## src/rtl/kms_pkg.sv

```systemverilog
// Shared constants, types and reset values of the keypad matrix scanner.
package kms_pkg;

   localparam int ROWS = 4;
   localparam int COLS = 4;
   localparam int KEYS = ROWS * COLS;
   localparam int ROW_W = $clog2(ROWS);
   localparam int KEY_W = $clog2(KEYS);
   localparam int CHAR_W = 8;
   localparam int PART_W = (ROWS - 1) * COLS;

   localparam int HISTORY_DEPTH = 3;

   localparam int NUM_MAP_REGS = KEYS / 2;
   localparam int MAP_IDX_W = $clog2(NUM_MAP_REGS);
   localparam int CSR_INDEX_W = 4;
   localparam int CSR_DATA_W = 2 * CHAR_W;

   localparam int FIFO_DEPTH = 2;
   localparam int FIFO_PTR_W = $clog2(FIFO_DEPTH);
   localparam int FIFO_CNT_W = $clog2(FIFO_DEPTH + 1);

   localparam logic [CHAR_W-1:0] SPACE_CHAR = 8'd32;
   localparam logic [ROW_W-1:0] LAST_ROW = ROW_W'(ROWS - 1);

   localparam logic [CSR_DATA_W-1:0] KEYMAP_RESET [NUM_MAP_REGS] = '{
      16'd12849, 16'd16691, 16'd13620, 16'd16950,
      16'd14391, 16'd17209, 16'd12330, 16'd17443
   };

   typedef struct packed {
      logic [ROW_W-1:0] next_row;
      logic             frame_done;
      logic             key_valid;
      logic [KEY_W-1:0] key_idx;
   } cmd_type;

endpackage

```

## src/rtl/kms_if.sv

```systemverilog
// Valid/ready channel interfaces for column samples and scan results.
interface kms_req_if import kms_pkg::*; ();
   logic             valid;
   logic             ready;
   logic [COLS-1:0]  column_bits;

   modport source (output valid, output column_bits, input ready);
   modport sink (input valid, input column_bits, output ready);
endinterface

interface kms_rsp_if import kms_pkg::*; ();
   logic              valid;
   logic              ready;
   logic [ROW_W-1:0]  next_row;
   logic              frame_done;
   logic [CHAR_W-1:0] pressed_char;

   modport source (output valid, output next_row, output frame_done, output pressed_char,
                   input ready);
   modport sink (input valid, input next_row, input frame_done, input pressed_char,
                 output ready);
endinterface

```

## src/rtl/kms_front.sv

```systemverilog
// Front end: collects column samples into a frame and classifies the finished frame.
module kms_front import kms_pkg::*; (
   input  logic     clock,
   input  logic     reset,
   kms_req_if.sink  req_if,
   output cmd_type  cmd,
   output logic     cmd_valid,
   input  logic     cmd_ready
);

   logic [ROW_W-1:0]  row_ff, row_in;
   logic [PART_W-1:0] part_ff, part_in;
   logic [KEYS-1:0]   frame;
   logic              one_key;
   logic [KEY_W-1:0]  key_idx;
   logic              take;

   assign take = req_if.valid && cmd_ready;
   assign req_if.ready = cmd_ready;
   assign cmd_valid = req_if.valid;
   assign frame = {req_if.column_bits, part_ff};
   assign one_key = (frame != '0) && ((frame & (frame - KEYS'(1))) == '0);

   always_comb begin
      key_idx = '0;
      for (int i = 0; i < KEYS; i++) begin
         if (frame[i]) begin
            key_idx = key_idx | KEY_W'(i);
         end
      end
   end

   always_comb begin
      part_in = part_ff;
      row_in = row_ff;
      if (row_ff == LAST_ROW) begin
         part_in = '0;
         row_in = '0;
      end else begin
         for (int r = 0; r < ROWS - 1; r++) begin
            if (row_ff == ROW_W'(r)) begin
               part_in[r*COLS +: COLS] = req_if.column_bits;
            end
         end
         row_in = row_ff + ROW_W'(1);
      end
   end

   always_comb begin
      cmd.next_row = row_in;
      cmd.frame_done = (row_ff == LAST_ROW);
      cmd.key_valid = one_key;
      cmd.key_idx = key_idx;
   end

   always_ff @(posedge clock) begin
      if (reset) begin
         row_ff <= '0;
         part_ff <= '0;
      end else if (take) begin
         row_ff <= row_in;
         part_ff <= part_in;
      end
   end

endmodule

```

## src/rtl/kms_fifo.sv

```systemverilog
// Short queue of classified transactions between the front and back ends.
module kms_fifo import kms_pkg::*; (
   input  logic    clock,
   input  logic    reset,
   input  cmd_type push_data,
   input  logic    push_valid,
   output logic    push_ready,
   output cmd_type pop_data,
   output logic    pop_valid,
   input  logic    pop_ready
);

   cmd_type               slot_ff [FIFO_DEPTH];
   logic [FIFO_PTR_W-1:0] wr_ptr_ff, rd_ptr_ff;
   logic [FIFO_CNT_W-1:0] count_ff;
   logic                  push, pop;

   assign push_ready = (count_ff != FIFO_CNT_W'(FIFO_DEPTH));
   assign pop_valid = (count_ff != '0);
   assign pop_data = slot_ff[rd_ptr_ff];
   assign push = push_valid && push_ready;
   assign pop = pop_valid && pop_ready;

   always_ff @(posedge clock) begin
      if (push) begin
         slot_ff[wr_ptr_ff] <= push_data;
      end
   end

   always_ff @(posedge clock) begin
      if (reset) begin
         wr_ptr_ff <= '0;
         rd_ptr_ff <= '0;
         count_ff <= '0;
      end else begin
         if (push) begin
            wr_ptr_ff <= (wr_ptr_ff == FIFO_PTR_W'(FIFO_DEPTH - 1)) ? '0
                         : wr_ptr_ff + FIFO_PTR_W'(1);
         end
         if (pop) begin
            rd_ptr_ff <= (rd_ptr_ff == FIFO_PTR_W'(FIFO_DEPTH - 1)) ? '0
                         : rd_ptr_ff + FIFO_PTR_W'(1);
         end
         if (push && !pop) begin
            count_ff <= count_ff + FIFO_CNT_W'(1);
         end else if (pop && !push) begin
            count_ff <= count_ff - FIFO_CNT_W'(1);
         end
      end
   end

endmodule

```

## src/rtl/kms_back.sv

```systemverilog
// Back end: key map lookup, character history, debounce and the result register.
module kms_back import kms_pkg::*; (
   input  logic                   clock,
   input  logic                   reset,
   input  cmd_type                cmd,
   input  logic                   cmd_valid,
   output logic                   cmd_ready,
   input  logic                   csr_we,
   input  logic [CSR_INDEX_W-1:0] csr_index,
   input  logic [CSR_DATA_W-1:0]  csr_wdata,
   kms_rsp_if.source              rsp_if
);

   logic [CSR_DATA_W-1:0] keymap_ff [NUM_MAP_REGS];
   logic [CHAR_W-1:0]     hist_ff [HISTORY_DEPTH-1];
   logic [CHAR_W-1:0]     debounced_ff, debounced_in;
   logic                  rsp_valid_ff;
   logic [ROW_W-1:0]      next_row_ff;
   logic                  frame_done_ff;
   logic [CSR_DATA_W-1:0] map_word;
   logic [CHAR_W-1:0]     frame_char;
   logic                  same;
   logic                  pop;

   assign pop = cmd_valid && (!rsp_valid_ff || rsp_if.ready);
   assign cmd_ready = !rsp_valid_ff || rsp_if.ready;

   assign map_word = keymap_ff[cmd.key_idx[KEY_W-1:1]];

   always_comb begin
      if (!cmd.key_valid) begin
         frame_char = SPACE_CHAR;
      end else if (cmd.key_idx[0]) begin
         frame_char = map_word[CSR_DATA_W-1:CHAR_W];
      end else begin
         frame_char = map_word[CHAR_W-1:0];
      end
   end

   always_comb begin
      same = 1'b1;
      for (int i = 0; i < HISTORY_DEPTH - 1; i++) begin
         if (hist_ff[i] != frame_char) begin
            same = 1'b0;
         end
      end
      if (!cmd.frame_done) begin
         debounced_in = debounced_ff;
      end else if (same) begin
         debounced_in = frame_char;
      end else begin
         debounced_in = SPACE_CHAR;
      end
   end

   always_ff @(posedge clock) begin
      if (reset) begin
         for (int i = 0; i < NUM_MAP_REGS; i++) begin
            keymap_ff[i] <= KEYMAP_RESET[i];
         end
      end else if (csr_we && (csr_index < CSR_INDEX_W'(NUM_MAP_REGS))) begin
         keymap_ff[csr_index[MAP_IDX_W-1:0]] <= csr_wdata;
      end
   end

   always_ff @(posedge clock) begin
      if (reset) begin
         for (int i = 0; i < HISTORY_DEPTH - 1; i++) begin
            hist_ff[i] <= '0;
         end
         debounced_ff <= SPACE_CHAR;
      end else if (pop && cmd.frame_done) begin
         hist_ff[0] <= frame_char;
         for (int i = 1; i < HISTORY_DEPTH - 1; i++) begin
            hist_ff[i] <= hist_ff[i-1];
         end
         debounced_ff <= debounced_in;
      end
   end

   always_ff @(posedge clock) begin
      if (reset) begin
         rsp_valid_ff <= 1'b0;
      end else if (pop) begin
         rsp_valid_ff <= 1'b1;
      end else if (rsp_if.ready) begin
         rsp_valid_ff <= 1'b0;
      end
   end

   always_ff @(posedge clock) begin
      if (pop) begin
         next_row_ff <= cmd.next_row;
         frame_done_ff <= cmd.frame_done;
      end
   end

   assign rsp_if.valid = rsp_valid_ff;
   assign rsp_if.next_row = next_row_ff;
   assign rsp_if.frame_done = frame_done_ff;
   assign rsp_if.pressed_char = debounced_ff;

endmodule

```

## src/rtl/keypad_matrix_scanner_debounce.sv

```systemverilog
// Top level of the 4x4 keypad matrix scanner with debounce.
//
// Each req transaction carries the four column levels of the row being driven; each one
// gives exactly one rsp transaction with the row to drive next, a flag for a completed
// four-row frame and the debounced key character (space when no key or several keys are
// down, or when the last HISTORY_DEPTH frames disagree). One transaction is taken per
// clock cycle while the queue has room; a sample passes through the two-entry queue
// between the frame collector and the lookup stage and then the result register, and the
// queue absorbs a stalled rsp side. Key map registers 0 to 7 hold two characters each
// (low byte for the even key) and should be written only while no transaction is in flight.
module keypad_matrix_scanner_debounce import kms_pkg::*; (
   input  logic                   clock,
   input  logic                   reset,
   kms_req_if.sink                req_if,
   kms_rsp_if.source              rsp_if,
   input  logic                   csr_we,
   input  logic [CSR_INDEX_W-1:0] csr_index,
   input  logic [CSR_DATA_W-1:0]  csr_wdata
);

   cmd_type push_data, pop_data;
   logic    push_valid, push_ready, pop_valid, pop_ready;

   kms_front u_front (
      .clock     (clock),
      .reset     (reset),
      .req_if    (req_if),
      .cmd       (push_data),
      .cmd_valid (push_valid),
      .cmd_ready (push_ready)
   );

   kms_fifo u_fifo (
      .clock      (clock),
      .reset      (reset),
      .push_data  (push_data),
      .push_valid (push_valid),
      .push_ready (push_ready),
      .pop_data   (pop_data),
      .pop_valid  (pop_valid),
      .pop_ready  (pop_ready)
   );

   kms_back u_back (
      .clock     (clock),
      .reset     (reset),
      .cmd       (pop_data),
      .cmd_valid (pop_valid),
      .cmd_ready (pop_ready),
      .csr_we    (csr_we),
      .csr_index (csr_index),
      .csr_wdata (csr_wdata),
      .rsp_if    (rsp_if)
   );

`ifndef SYNTHESIS
   // A completed frame always sends the scan back to the first row.
   assert property (@(posedge clock) disable iff (reset)
      rsp_if.valid && rsp_if.frame_done |-> rsp_if.next_row == '0)
      else $error("frame completion without return to row zero");

   // Mid-frame results never point at the first row.
   assert property (@(posedge clock) disable iff (reset)
      rsp_if.valid && !rsp_if.frame_done |-> rsp_if.next_row != '0)
      else $error("row sequence broken inside a frame");

   // A transaction entering an empty queue reaches the queue output next cycle.
   assert property (@(posedge clock) disable iff (reset)
      req_if.valid && req_if.ready && !pop_valid |=> pop_valid)
      else $error("accepted transaction lost between front and queue");

   // The pressed character only changes when a frame completes.
   assert property (@(posedge clock) disable iff (reset)
      rsp_if.valid && rsp_if.ready ##1 rsp_if.valid && !rsp_if.frame_done
      |-> rsp_if.pressed_char == $past(rsp_if.pressed_char))
      else $error("pressed character changed without a completed frame");
`endif

endmodule
```

## src/flat_wrapper.sv

```systemverilog
// flat-port wrapper written by rule: the top's interface ports become plain ports
module keypad_matrix_scanner_debounce_flat import kms_pkg::*;
  (clock, reset, csr_we, csr_index, csr_wdata, req_if_valid, req_if_column_bits, req_if_ready, rsp_if_valid, rsp_if_next_row, rsp_if_frame_done, rsp_if_pressed_char, rsp_if_ready);
  kms_req_if req_if_i ();
  kms_rsp_if rsp_if_i ();
  input  logic clock;
  input  logic reset;
  input  logic csr_we;
  input  logic [CSR_INDEX_W-1:0] csr_index;
  input  logic [CSR_DATA_W-1:0] csr_wdata;
  input wire logic [$bits(req_if_i.valid)-1:0] req_if_valid;
  input wire logic [$bits(req_if_i.column_bits)-1:0] req_if_column_bits;
  output wire logic [$bits(req_if_i.ready)-1:0] req_if_ready;
  output wire logic [$bits(rsp_if_i.valid)-1:0] rsp_if_valid;
  output wire logic [$bits(rsp_if_i.next_row)-1:0] rsp_if_next_row;
  output wire logic [$bits(rsp_if_i.frame_done)-1:0] rsp_if_frame_done;
  output wire logic [$bits(rsp_if_i.pressed_char)-1:0] rsp_if_pressed_char;
  input wire logic [$bits(rsp_if_i.ready)-1:0] rsp_if_ready;
  assign req_if_i.valid = req_if_valid;
  assign req_if_i.column_bits = req_if_column_bits;
  assign req_if_ready = req_if_i.ready;
  assign rsp_if_valid = rsp_if_i.valid;
  assign rsp_if_next_row = rsp_if_i.next_row;
  assign rsp_if_frame_done = rsp_if_i.frame_done;
  assign rsp_if_pressed_char = rsp_if_i.pressed_char;
  assign rsp_if_i.ready = rsp_if_ready;
  keypad_matrix_scanner_debounce u_core (.clock(clock), .reset(reset), .req_if(req_if_i), .rsp_if(rsp_if_i), .csr_we(csr_we), .csr_index(csr_index), .csr_wdata(csr_wdata));
endmodule
```

## config.mk

```make
export PLATFORM = sky130hd
export DESIGN_NAME = keypad_matrix_scanner_debounce_flat
export DESIGN_NICKNAME = d
export VERILOG_FILES = /design/src/rtl/kms_pkg.sv /design/src/rtl/kms_if.sv /design/src/rtl/kms_front.sv /design/src/rtl/kms_fifo.sv /design/src/rtl/kms_back.sv /design/src/rtl/keypad_matrix_scanner_debounce.sv /design/src/flat_wrapper.sv
export SDC_FILE = /design/constraint.sdc
export NUM_CORES = 1
export LEC_CHECK = 0
export CAP_MARGIN = 25
export CORE_ASPECT_RATIO = 1.2
export CORE_MARGIN = 5
export CORE_UTILIZATION = 40
export CTS_CLUSTER_SIZE = 30
export DETAILED_ROUTE_END_ITERATION = 16
export DONT_BUFFER_PORTS = 1
export HOLD_SLACK_MARGIN = 0.12
export SLEW_MARGIN = 30
export SYNTH_ARGS = -nofsm -noshare
export SYNTH_HDL_FRONTEND = slang
export SYNTH_SLANG_ARGS = --single-unit
```

## constraint.sdc

```tcl
create_clock -name clock -period 4 [get_ports clock]
set_clock_uncertainty 0.05 [all_clocks]
set_input_delay 0.4 -clock clock [delete_from_list [all_inputs] [get_ports clock]]
set_output_delay 0.4 -clock clock [all_outputs]
set_load 0.01 [all_outputs]
```

Word level (Yosys, flattened, before mapping) --
Memory sizes are Yosys's and may differ from the RTL's. A register that Yosys moved wholly into a read port is not among the register bits. Cells that the tools add are included.
Storage, ports and cells: flip-flop bits (word level) 30, memory bits (writable) 160, input port bits 29, output and inout port bits 13, word-level logic and storage cells 103, memories kept 3
Operators by class: $add $sub $neg 6, magnitude comparators 1, equality and inequality tests 6, multiplexer cells 48, bitwise logic cells 3, reductions and logical operators 25
Memories:
- u_core.u_back.keymap_ff | words 8, bits a word 16, rd ports 1, clocked after Yosys merged registers in 0, wr ports 8, RTL line kms_back.sv:14 | logic [CSR_DATA_W-1:0] keymap_ff [NUM_MAP_REGS];
- u_core.u_back.hist_ff | words 2, bits a word 8, rd ports 2, clocked after Yosys merged registers in 0, wr ports 2, RTL line kms_back.sv:15 | logic [CHAR_W-1:0] hist_ff [HISTORY_DEPTH-1];
- u_core.u_fifo.slot_ff | words 2, bits a word 8, rd ports 1, clocked after Yosys merged registers in 1, wr ports 1, RTL line kms_fifo.sv:13 | cmd_type slot_ff [FIFO_DEPTH];
Operators by type and width (number):
- two-way mux 4 bit | 11
- two-way mux 8 bit | 5
- two-way mux 1 bit | 20
- bitwise AND 16 bit | 1
- zero test 16 bit | 1
- two-way mux 16 bit | 1
- != test 8 bit | 2
- nonzero test 16 bit | 1
- OR reduction 16 bit | 1
- subtractor 16 x 1 -> 16 bit, second input constant | 1
- two-way mux 3 bit | 5
- two-way mux 12 bit | 1
- nonzero test 2 bit | 6
- two-way mux 2 bit | 5
- AND reduction 2 bit | 4
- logical AND 1 bit | 7
- adder 2 x 1 -> 2 bit, second input constant | 2
- equality test 2 bit, second input constant | 2
- < comparator 4 bit, second input constant | 1
- zero test 1 bit | 3
- adder 1 bit, second input constant | 2
- equality test 2 x 1 -> 1 bit, second input constant | 1
- zero test 2 bit | 1
- != test 2 bit, second input constant | 1
- other kinds (3) | 4

Logic depth before layout (Yosys ltp) --
Gate-level depths: netlist of the first run.
depth after elaboration 15, mapped depth 12, mapped depth without buffers 9

Modules after synthesis --
From an unflattened synthesis of the first run, not the netlist that was laid out.
Second synthesis, totals: cell total of the unflattened synthesis 683, area total of the unflattened synthesis 8811.0 um^2
By module, submodules not included:
- kms_back | times used 1, cells each 535, area an instance 7194.4 um^2, sequential area each 4594.4 um^2
- kms_front | times used 1, cells each 99, area an instance 810.8 um^2, sequential area each 280.3 um^2
- kms_fifo | times used 1, cells each 49, area an instance 805.8 um^2, sequential area each 580.6 um^2

Worst setup path before layout of the first run --
No wires, ideal clock.
path kind register to register, from memory u_core.u_fifo.slot_ff[1][1] in the netlist's numbering, to register u_core.u_back.debounced_ff[7] (netlist: u_core.u_back.rsp_if.pressed_char[7]), arrival 2680 ps, data required time 3890 ps, setup slack 1210 ps, stages on the path, launching flop included 10, clock period less this slack 2790 ps, cells stage by stage edfxtp_1 > buf_4 > mux2_4 > buf_6 > mux4_2 > a221oi_2 > o21ai_2 > or3_4 > a2111oi_4 > a22o_1
RTL lines:
- start, declared | RTL line kms_fifo.sv:13
- end signal, assigned | RTL line kms_back.sv:77 | debounced_ff <= debounced_in;
- end, declared | RTL line kms_back.sv:16 | logic [CHAR_W-1:0] debounced_ff, debounced_in;

==> results of run 1 <==
## stage by stage
| step | power [W] | util (%) | instances | setup WS [ns] | instance area (um^2) |
|---|---|---|---|---|---|
| floorplan | 0.003326 | - | 719 | 1.210 | 8955 |
| global placement | 0.003576 | 41.69 | 980 | 0.6226 | 9265 |
| detailed placement | 0.003609 | 41.69 | 980 | 0.5374 | 9265 |
| CTS | 0.005278 | 45.17 | 1032 | 0.5072 | 10040 |
| global route | 0.005487 | 45.17 | 1032 | 0.2874 | 10040 |
| finish | 0.005258 | 45.17 | 1032 | 0.5322 | 10040 |
## worst max-delay path by stage
stage,cells past startpoint,startpoint,slack (ns),endpoint
CTS,8,u_core.u_fifo.slot_ff[0][1],0.51,u_core.u_back.rsp_if.pressed_char[6]
floorplan,9,u_core.u_fifo.slot_ff[1][1],1.21,u_core.u_back.rsp_if.pressed_char[7]
detailed placement,8,u_core.u_fifo.slot_ff[0][1],0.54,u_core.u_back.rsp_if.pressed_char[0]
finish,7,u_core.u_fifo.slot_ff[0][2],0.53,u_core.u_back.rsp_if.pressed_char[6]
global placement,8,u_core.u_fifo.slot_ff[0][1],0.62,u_core.u_back.rsp_if.pressed_char[0]
global route,9,u_core.u_fifo.slot_ff[0][2],0.29,u_core.u_back.rsp_if.pressed_char[6]
## logic make-up (layout without fill, tap and decap cells)
logic type | after synthesis | in the layout | share of synthesized area, %
xor+xnor | 5 | 5 | 0.4891
mux | 41 | 41 | 7.279
flops | 191 | 191 | 60.92
simple gates | 320 | 320 | 19.32
fa+ha+maj | 6 | 6 | 0.7825
compound gates | 103 | 103 | 8.370
buf+inv | 53 | 87 | 2.836
## Yosys cell counts, drive strengths merged, types with 8 or more instances
library cell / count
edfxtp: 163
and2: 94
nor2: 51
nand2: 47
or3: 44
dfxtp: 28
clkbuf: 27
nand2b: 20
mux2i: 19
nor3: 19
o21ai: 18
a21oi: 17
inv: 17
nand3: 17
mux4: 16
a22oi: 11
or2: 11
buf: 9
a32oi: 8
## power by group through the flow
stage | clock (W) | combinational, W | sequential, W
6_report | 0.00165 | 0.00110 | 0.00251
5_1_grt | 0.00176 | 0.00120 | 0.00253
4_1_cts | 0.00167 | 0.00110 | 0.00251
3_5_place_dp | 0 | 0.00106 | 0.00255
3_3_place_gp | 0 | 0.00103 | 0.00254
2_1_floorplan | 0 | 0.000830 | 0.00250
## worst register-to-register path, cell delays in order (launching register included)
cell and delay (ns):
edfxtp_1 0.56, mux2_2 0.74, mux4_2 0.49, a221oi_2 0.32, o21ai_2 0.14, or3_4 0.36, a2111oi_4 0.56, a22o_1 0.20
## metal layers
layer | vias to the layer above | wire, um | track usage [%]
li1 | 2731 | - | -
met1 | 2964 | 9812 | 23.66
met2 | 207 | 11130 | 29.43
met3 | 30 | 1123 | 3.233
met4 | 0 | 434 | 5.490
met5 | - | 0 | 0
## flip-flops by register name, indices dropped and copies added (netlist names), 2 cells and up, named ones only
signal,cells
u_core.u_back.hist_ff,16
u_core.u_back.keymap_ff,128
u_core.u_back.rsp_if.next_row,2
u_core.u_back.rsp_if.pressed_char,8
u_core.u_fifo.count_ff,2
u_core.u_fifo.slot_ff,16
u_core.u_front.part_ff,12
u_core.u_front.row_ff,2
## cell type report
class                   instances  area (um^2)
flip-flops and latches        191         5455
multi-input cells             475         3262
clock buffers                  17        425.4
repair buffers                 38        335.3
well taps                     279        349.1
fillers                      1988        12180
inverters                      17        63.81
clock inverters                15        146.4
## what timing repair did
item | CTS | global route
setup endpoints to repair | 0 | 0
hold buffers | 20 | 0
buffers inserted | 0 | 0
endpoints found under the hold margin | 148 | 0
## cell usage in the layout, fill, tap and decap left out, types with 3 or more instances in the layout
master,Yosys,final
a211oi_1,3,3
a21oi_1,17,17
a22o_1,7,7
a22oi_1,11,11
a31oi_1,6,6
a32o_1,3,3
a32oi_1,8,8
and2_1,94,94
and3_1,5,5
buf_4,1,18
clkbuf_16,0,17
clkinvlp_4,0,4
dfxtp_1,28,28
dlygate4sd3_1,0,20
edfxtp_1,163,163
ha_1,4,4
inv_1,17,17
inv_6,0,3
inv_8,0,5
mux2_2,5,5
mux2i_1,19,19
mux4_1,8,8
mux4_2,8,8
nand2_1,47,47
nand2b_1,20,20
nand3_1,17,17
nor2_1,51,51
nor3_1,19,17
nor3b_1,6,6
o21ai_0,17,17
o221ai_1,3,3
o22ai_1,7,7
o32ai_1,3,3
or2_2,11,11
or3_1,43,43
xnor2_1,3,3
==> impl_metrics.csv, run 1 <==
group,metric,value,unit
outcome,status,"completed",
critical_path,critPathSlowestCell,"mux2_2",
synth,synth_top_area_cell,"edfxtp_1",
sta,holdWs,0.1818,ns
power,p_leak,3.495,nW
detailed_routing,viasPerCell,5.748,
hold_path,hp-class,"in2reg",
floorplanning,die_x,146.6,um
sta,relSlewSlack,37.85,%
synth,synth_enable_flop_cells,163,
critical_path,worstPathRequired,4.33,ns
global_route,grt_max_degree,31,
clock_tree,cts_sinks,191,
floorplanning,rows,60,
critical_path,path_buf_inv,0,
clock_tree,cts_resized,0,
detailed_routing,wl_per_cell,21.80,um
critical_path,arrival,3.79,ns
finish,drive_above_1_share,10.89,%
critical_path,critical_path_class,"reg2reg",
finish,antenna_cells,0,
clock_tree,clkTransAtPathRegs,0.07,ns
synth,yosysSeqAreaShare,60.92,%
floorplanning,pin_count,42,
critical_path,crit_fanout,30,
global_route,overflow,0,
synth,yosysUniqueCellTypes,60,
power,combPwrFrac,20.8,%
hold_path,worstHoldStart,"req_if_column_bits[3]",
power,seqPwrFrac,47.7,%
job,maxCapViolCount,0,
power,p_sw_share,30.98,%
clock_tree,cts_buffers,17,
sta,rsz0062_at_grt,"false",
critical_path,rrSetupSlack,0.53,ns
global_route,antenna_found_initial,0,
synth,synth_ff_type,"edfxtp_1",
critical_path,r2r_start,"u_core.u_fifo.slot_ff[0][2]",
clock_tree,cts_tree,"yes",
sta,max_freq,288.4,MHz
power,clockPowerShare,31.4,%
floorplanning,fp.dieH,173.9,um
detailed_routing,dr.first_iter.drc_count,477,
clock_tree,clockBufferDepth,2,
synth,ys_ff_latch,191,
synth,synthCells,719,
synth,syn_nets,752,
synth,syn_area,8955,um^2
power,ir_worst_vdd,0.3025,mV
clock_tree,clkLatencyLatePin,0.44,ns
detailed_routing,drt-total-wl,22.50,mm
sta,hold_violations,0,
synth,ys_warn_count,0,
synth,avgSynthCellArea,12.45,um^2
placement,placement.io_buffers,0,
detailed_routing,num_vias,5932,
hold_path,whs_endpoint,"u_core.u_fifo.slot_ff[1][0]",
sta,setup_violations,0,
placement,hpwlAfterDp,15.27,mm
global_route,gr-usage-all-layers,17.70,%
critical_path,crit_chain,"mux2_2 > mux4_2 > a221oi_2 > o21ai_2 > or3_4 > a2111oi_4 > a22o_1",
sta,post-route-period-util,86.69,%
critical_path,endpoint_kind,"register",
power,p_switching,0.001629,W
finish,area_growth,12.09,%
detailed_routing,ant_nets,0,
clock_tree,cts_root_buf,"clkbuf_16",
floorplanning,core_area,22220,um^2
finish,final_net_count,773,
critical_path,r2r_cells,7,
critical_path,reg2reg_to,"u_core.u_back.rsp_if.pressed_char[6]",
detailed_routing,drtPass1Iterations,5,
critical_path,slowest_delay,0.73,ns
hold_path,holdPathStages,2,
detailed_routing,drc,0,
sta,final_max_slew_viol_count,0,
clock_tree,cts.htree.levels,4,
global_route,grt_pass1_wl,34.75,mm
synth,synth_top_area_share,54.66,%
power,power.internal,0.003629,W
sta,worst_slew_pin_slew,0.9291,ns
sta,min_period,3.468,ns
power,powerDensity,523.8,nW/um^2
critical_path,crit_family,"compound AO/OA/AOI/OAI gates",
sta,tns,0,ns
synth,synthTopCellsByArea,"edfxtp_1 55%, and2_1 6.6%, dfxtp_1 6.3%, or3_1 3.0%, mux4_1 2.3%",
floorplanning,initial_core_util,40.30,%
floorplanning,die-area,25490,um^2
critical_path,setup.worst_path.start_class,"register",
placement,gp_congestion,0.9317,
synth,synth-async-reset-ratio,0,%
global_route,grt_pass1_vias,5980,
Power figures use the tool's default switching activity.
==> run 2: changes to the inputs <==
--- a/config.mk
+++ b/config.mk
@@ -5,13 +5,13 @@
 export SDC_FILE = /design/constraint.sdc
 export NUM_CORES = 1
 export LEC_CHECK = 0
+export BUFFER_PORTS_ARGS = -buffer_cell sky130_fd_sc_hd__clkbuf_2
 export CAP_MARGIN = 25
 export CORE_ASPECT_RATIO = 1.2
 export CORE_MARGIN = 5
 export CORE_UTILIZATION = 40
-export CTS_CLUSTER_SIZE = 30
+export CTS_CLUSTER_SIZE = 10
 export DETAILED_ROUTE_END_ITERATION = 16
-export DONT_BUFFER_PORTS = 1
 export HOLD_SLACK_MARGIN = 0.12
 export SLEW_MARGIN = 30
 export SYNTH_ARGS = -nofsm -noshare
==> run 2 against run 1 <==
Against the previous run: maximum frequency down 6.4%; highest routed layer unchanged; flip-flop and latch count did not move; largest power group unchanged; critical path type unchanged; critical path depth up 2.
==> impl_metrics.csv, run 2 (synthesis gave the netlist of run 1 again) <==
group,metric,value,unit
power,p_switching,0.001595,W
finish,antenna_cells,0,
global_route,met2_usage,29.73,%
sta,setup_violations,0,
sta,tns,0,ns
power,power.total,0.005279,W
floorplanning,die_x,146.6,um
finish,area_growth,12.21,%
global_route,grt_pass1_wl,34.63,mm
sta,relSlewSlack,30.22,%
sta,final_max_slew_viol_count,0,
detailed_routing,dr.first_iter.drc_count,558,
clock_tree,cts_root_buf,"clkbuf_16",
floorplanning,die-area,25490,um^2
detailed_routing,ant_nets,0,
power,p_leak,3.590,nW
floorplanning,initial_core_util,40.30,%
finish,top_register,"u_core.u_back.keymap_ff",
clock_tree,cts_tree,"yes",
critical_path,setup.worst_path.start_class,"register",
sta,rsz0062_at_grt,"false",
job,maxCapViolCount,0,
clock_tree,cts_resized,0,
global_route,grt_use_met1,23.03,%
clock_tree,clockBufferDepth,2,
floorplanning,fp.dieH,173.9,um
floorplanning,rows,60,
power,ir_worst_vdd,0.3218,mV
finish,postLayoutCellArea,10050,um^2
global_route,grt_max_degree,31,
detailed_routing,drtPass1Iterations,5,
clock_tree,cts_sinks,191,
detailed_routing,drt-total-wl,22.46,mm
global_route,antenna_found_initial,0,
detailed_routing,num_vias,5927,
power,seqPwrFrac,47.2,%
detailed_routing,drc,0,
sta,hold_violations,0,
critical_path,critPathSlowestCell,"o31ai_1",
power,powerDensity,525.3,nW/um^2
clock_tree,cts_buffers,17,
placement,hpwlAfterDp,15.09,mm
global_route,top_usage_layer,"met2",
critical_path,arrival,4.03,ns
clock_tree,postCtsSetupBuffers,0,
placement,place_area,9485,um^2
finish,fill_cells,2043,
critical_path,crit_chain,"buf_4 > inv_1 > o31ai_1 > nand2_1 > a31oi_1 > mux2i_1 > o2111ai_1 > a2111oi_4 > a22o_1",
power,power.internal,0.003684,W
detailed_routing,viasPerCell,5.623,
placement,gp_congestion,0.8767,
sta,worst_slew_pin_slew,1.038,ns
placement,placement.io_buffers,41,
finish,final_net_count,796,
critical_path,crit_family,"compound AO/OA/AOI/OAI gates",
critical_path,path_buf_inv,2,
critical_path,slowest_delay,0.89,ns
global_route,use_met3,2.973,%
clock_tree,clkTransAtPathRegs,0.07,ns
global_route,gr-usage-all-layers,17.76,%
power,p_sw_share,30.21,%
finish,final_cell_mix,"163 x edfxtp_1, 94 x and2_1, 51 x nor2_1",
critical_path,endpoint_kind,"register",
finish,utilization,45.22,%
finish,layout_commonest_cell,"edfxtp_1",
clock_tree,clkLatencyLatePin,0.44,ns
critical_path,worstPathRequired,4.33,ns
clock_tree,hold_buffers,0,
outcome,status,"completed",
power,combPwrFrac,21.6,%
hold_path,hp-class,"in2reg",
global_route,overflow,0,
floorplanning,pin_count,42,
sta,min_period,3.704,ns
global_route,grt_pass1_vias,6038,
detailed_routing,wl_per_cell,21.31,um
power,clockPowerShare,31.2,%
finish,drive_above_1_share,15.87,%
floorplanning,core_area,22220,um^2
finish,largest_reg_flops,128,
sta,post-route-period-util,92.60,%
critical_path,critical_path_class,"reg2reg",
sta,holdWs,0.2607,ns
sta,max_freq,270.0,MHz
finish,reg_top3,"u_core.u_back.keymap_ff x128, u_core.u_back.hist_ff x16, u_core.u_fifo.slot_ff x16",
critical_path,crit_fanout,16,
clock_tree,cts.htree.levels,4,
[run 2: layer usage]
metal,vias to the layer above,wire (um)
met5,-,0
met3,41,965
li1,2769,-
met2,152,11070
met1,2965,9724
met4,0,694
[run 2: cell type report]
class / count / area, um^2 / area share [%]
flip-flops and latches: 191 / 5455 / 54.29
multi-input cells: 475 / 3267 / 32.51
clock buffers: 18 / 429.2 / 4.271
repair buffers: 61 / 355.3 / 3.536
well taps: 279 / 349.1 / 3.474
clock inverters: 13 / 128.9 / 1.283
inverters: 17 / 63.81 / 0.6350
[run 2: path summary, 6_finish.rpt]
kind                                                      startpoint                                   end  slack, ns  cells after the start
worst max-delay path                                        register  u_core.u_back.rsp_if.pressed_char[1]       0.30                      9
worst max register to register                              register  u_core.u_back.rsp_if.pressed_char[1]       0.30                      9
worst min register to register  u_core.u_back.rsp_if.pressed_char[3]  u_core.u_back.rsp_if.pressed_char[3]       0.44                      1
worst min-delay path                                    csr_wdata[2]         u_core.u_back.keymap_ff[2][2]       0.26                      2
[run 2: per-stage QoR]
step	setup slack (ns)	std cells
floorplan	1.210	719
global placement	0.3792	1023
detailed placement	0.3684	1023
CTS	0.3397	1054
global route	0.1642	1054
finish	0.2961	1054
[run 2: power groups by stage]
stage,Clock (W),Sequential (W),Combinational (W)
floorplan,0,0.00250,0.000830
global placement,0,0.00253,0.00112
detailed placement,0,0.00253,0.00114
CTS,0.00167,0.00249,0.00114
global route,0.00175,0.00251,0.00125
finish,0.00165,0.00249,0.00114
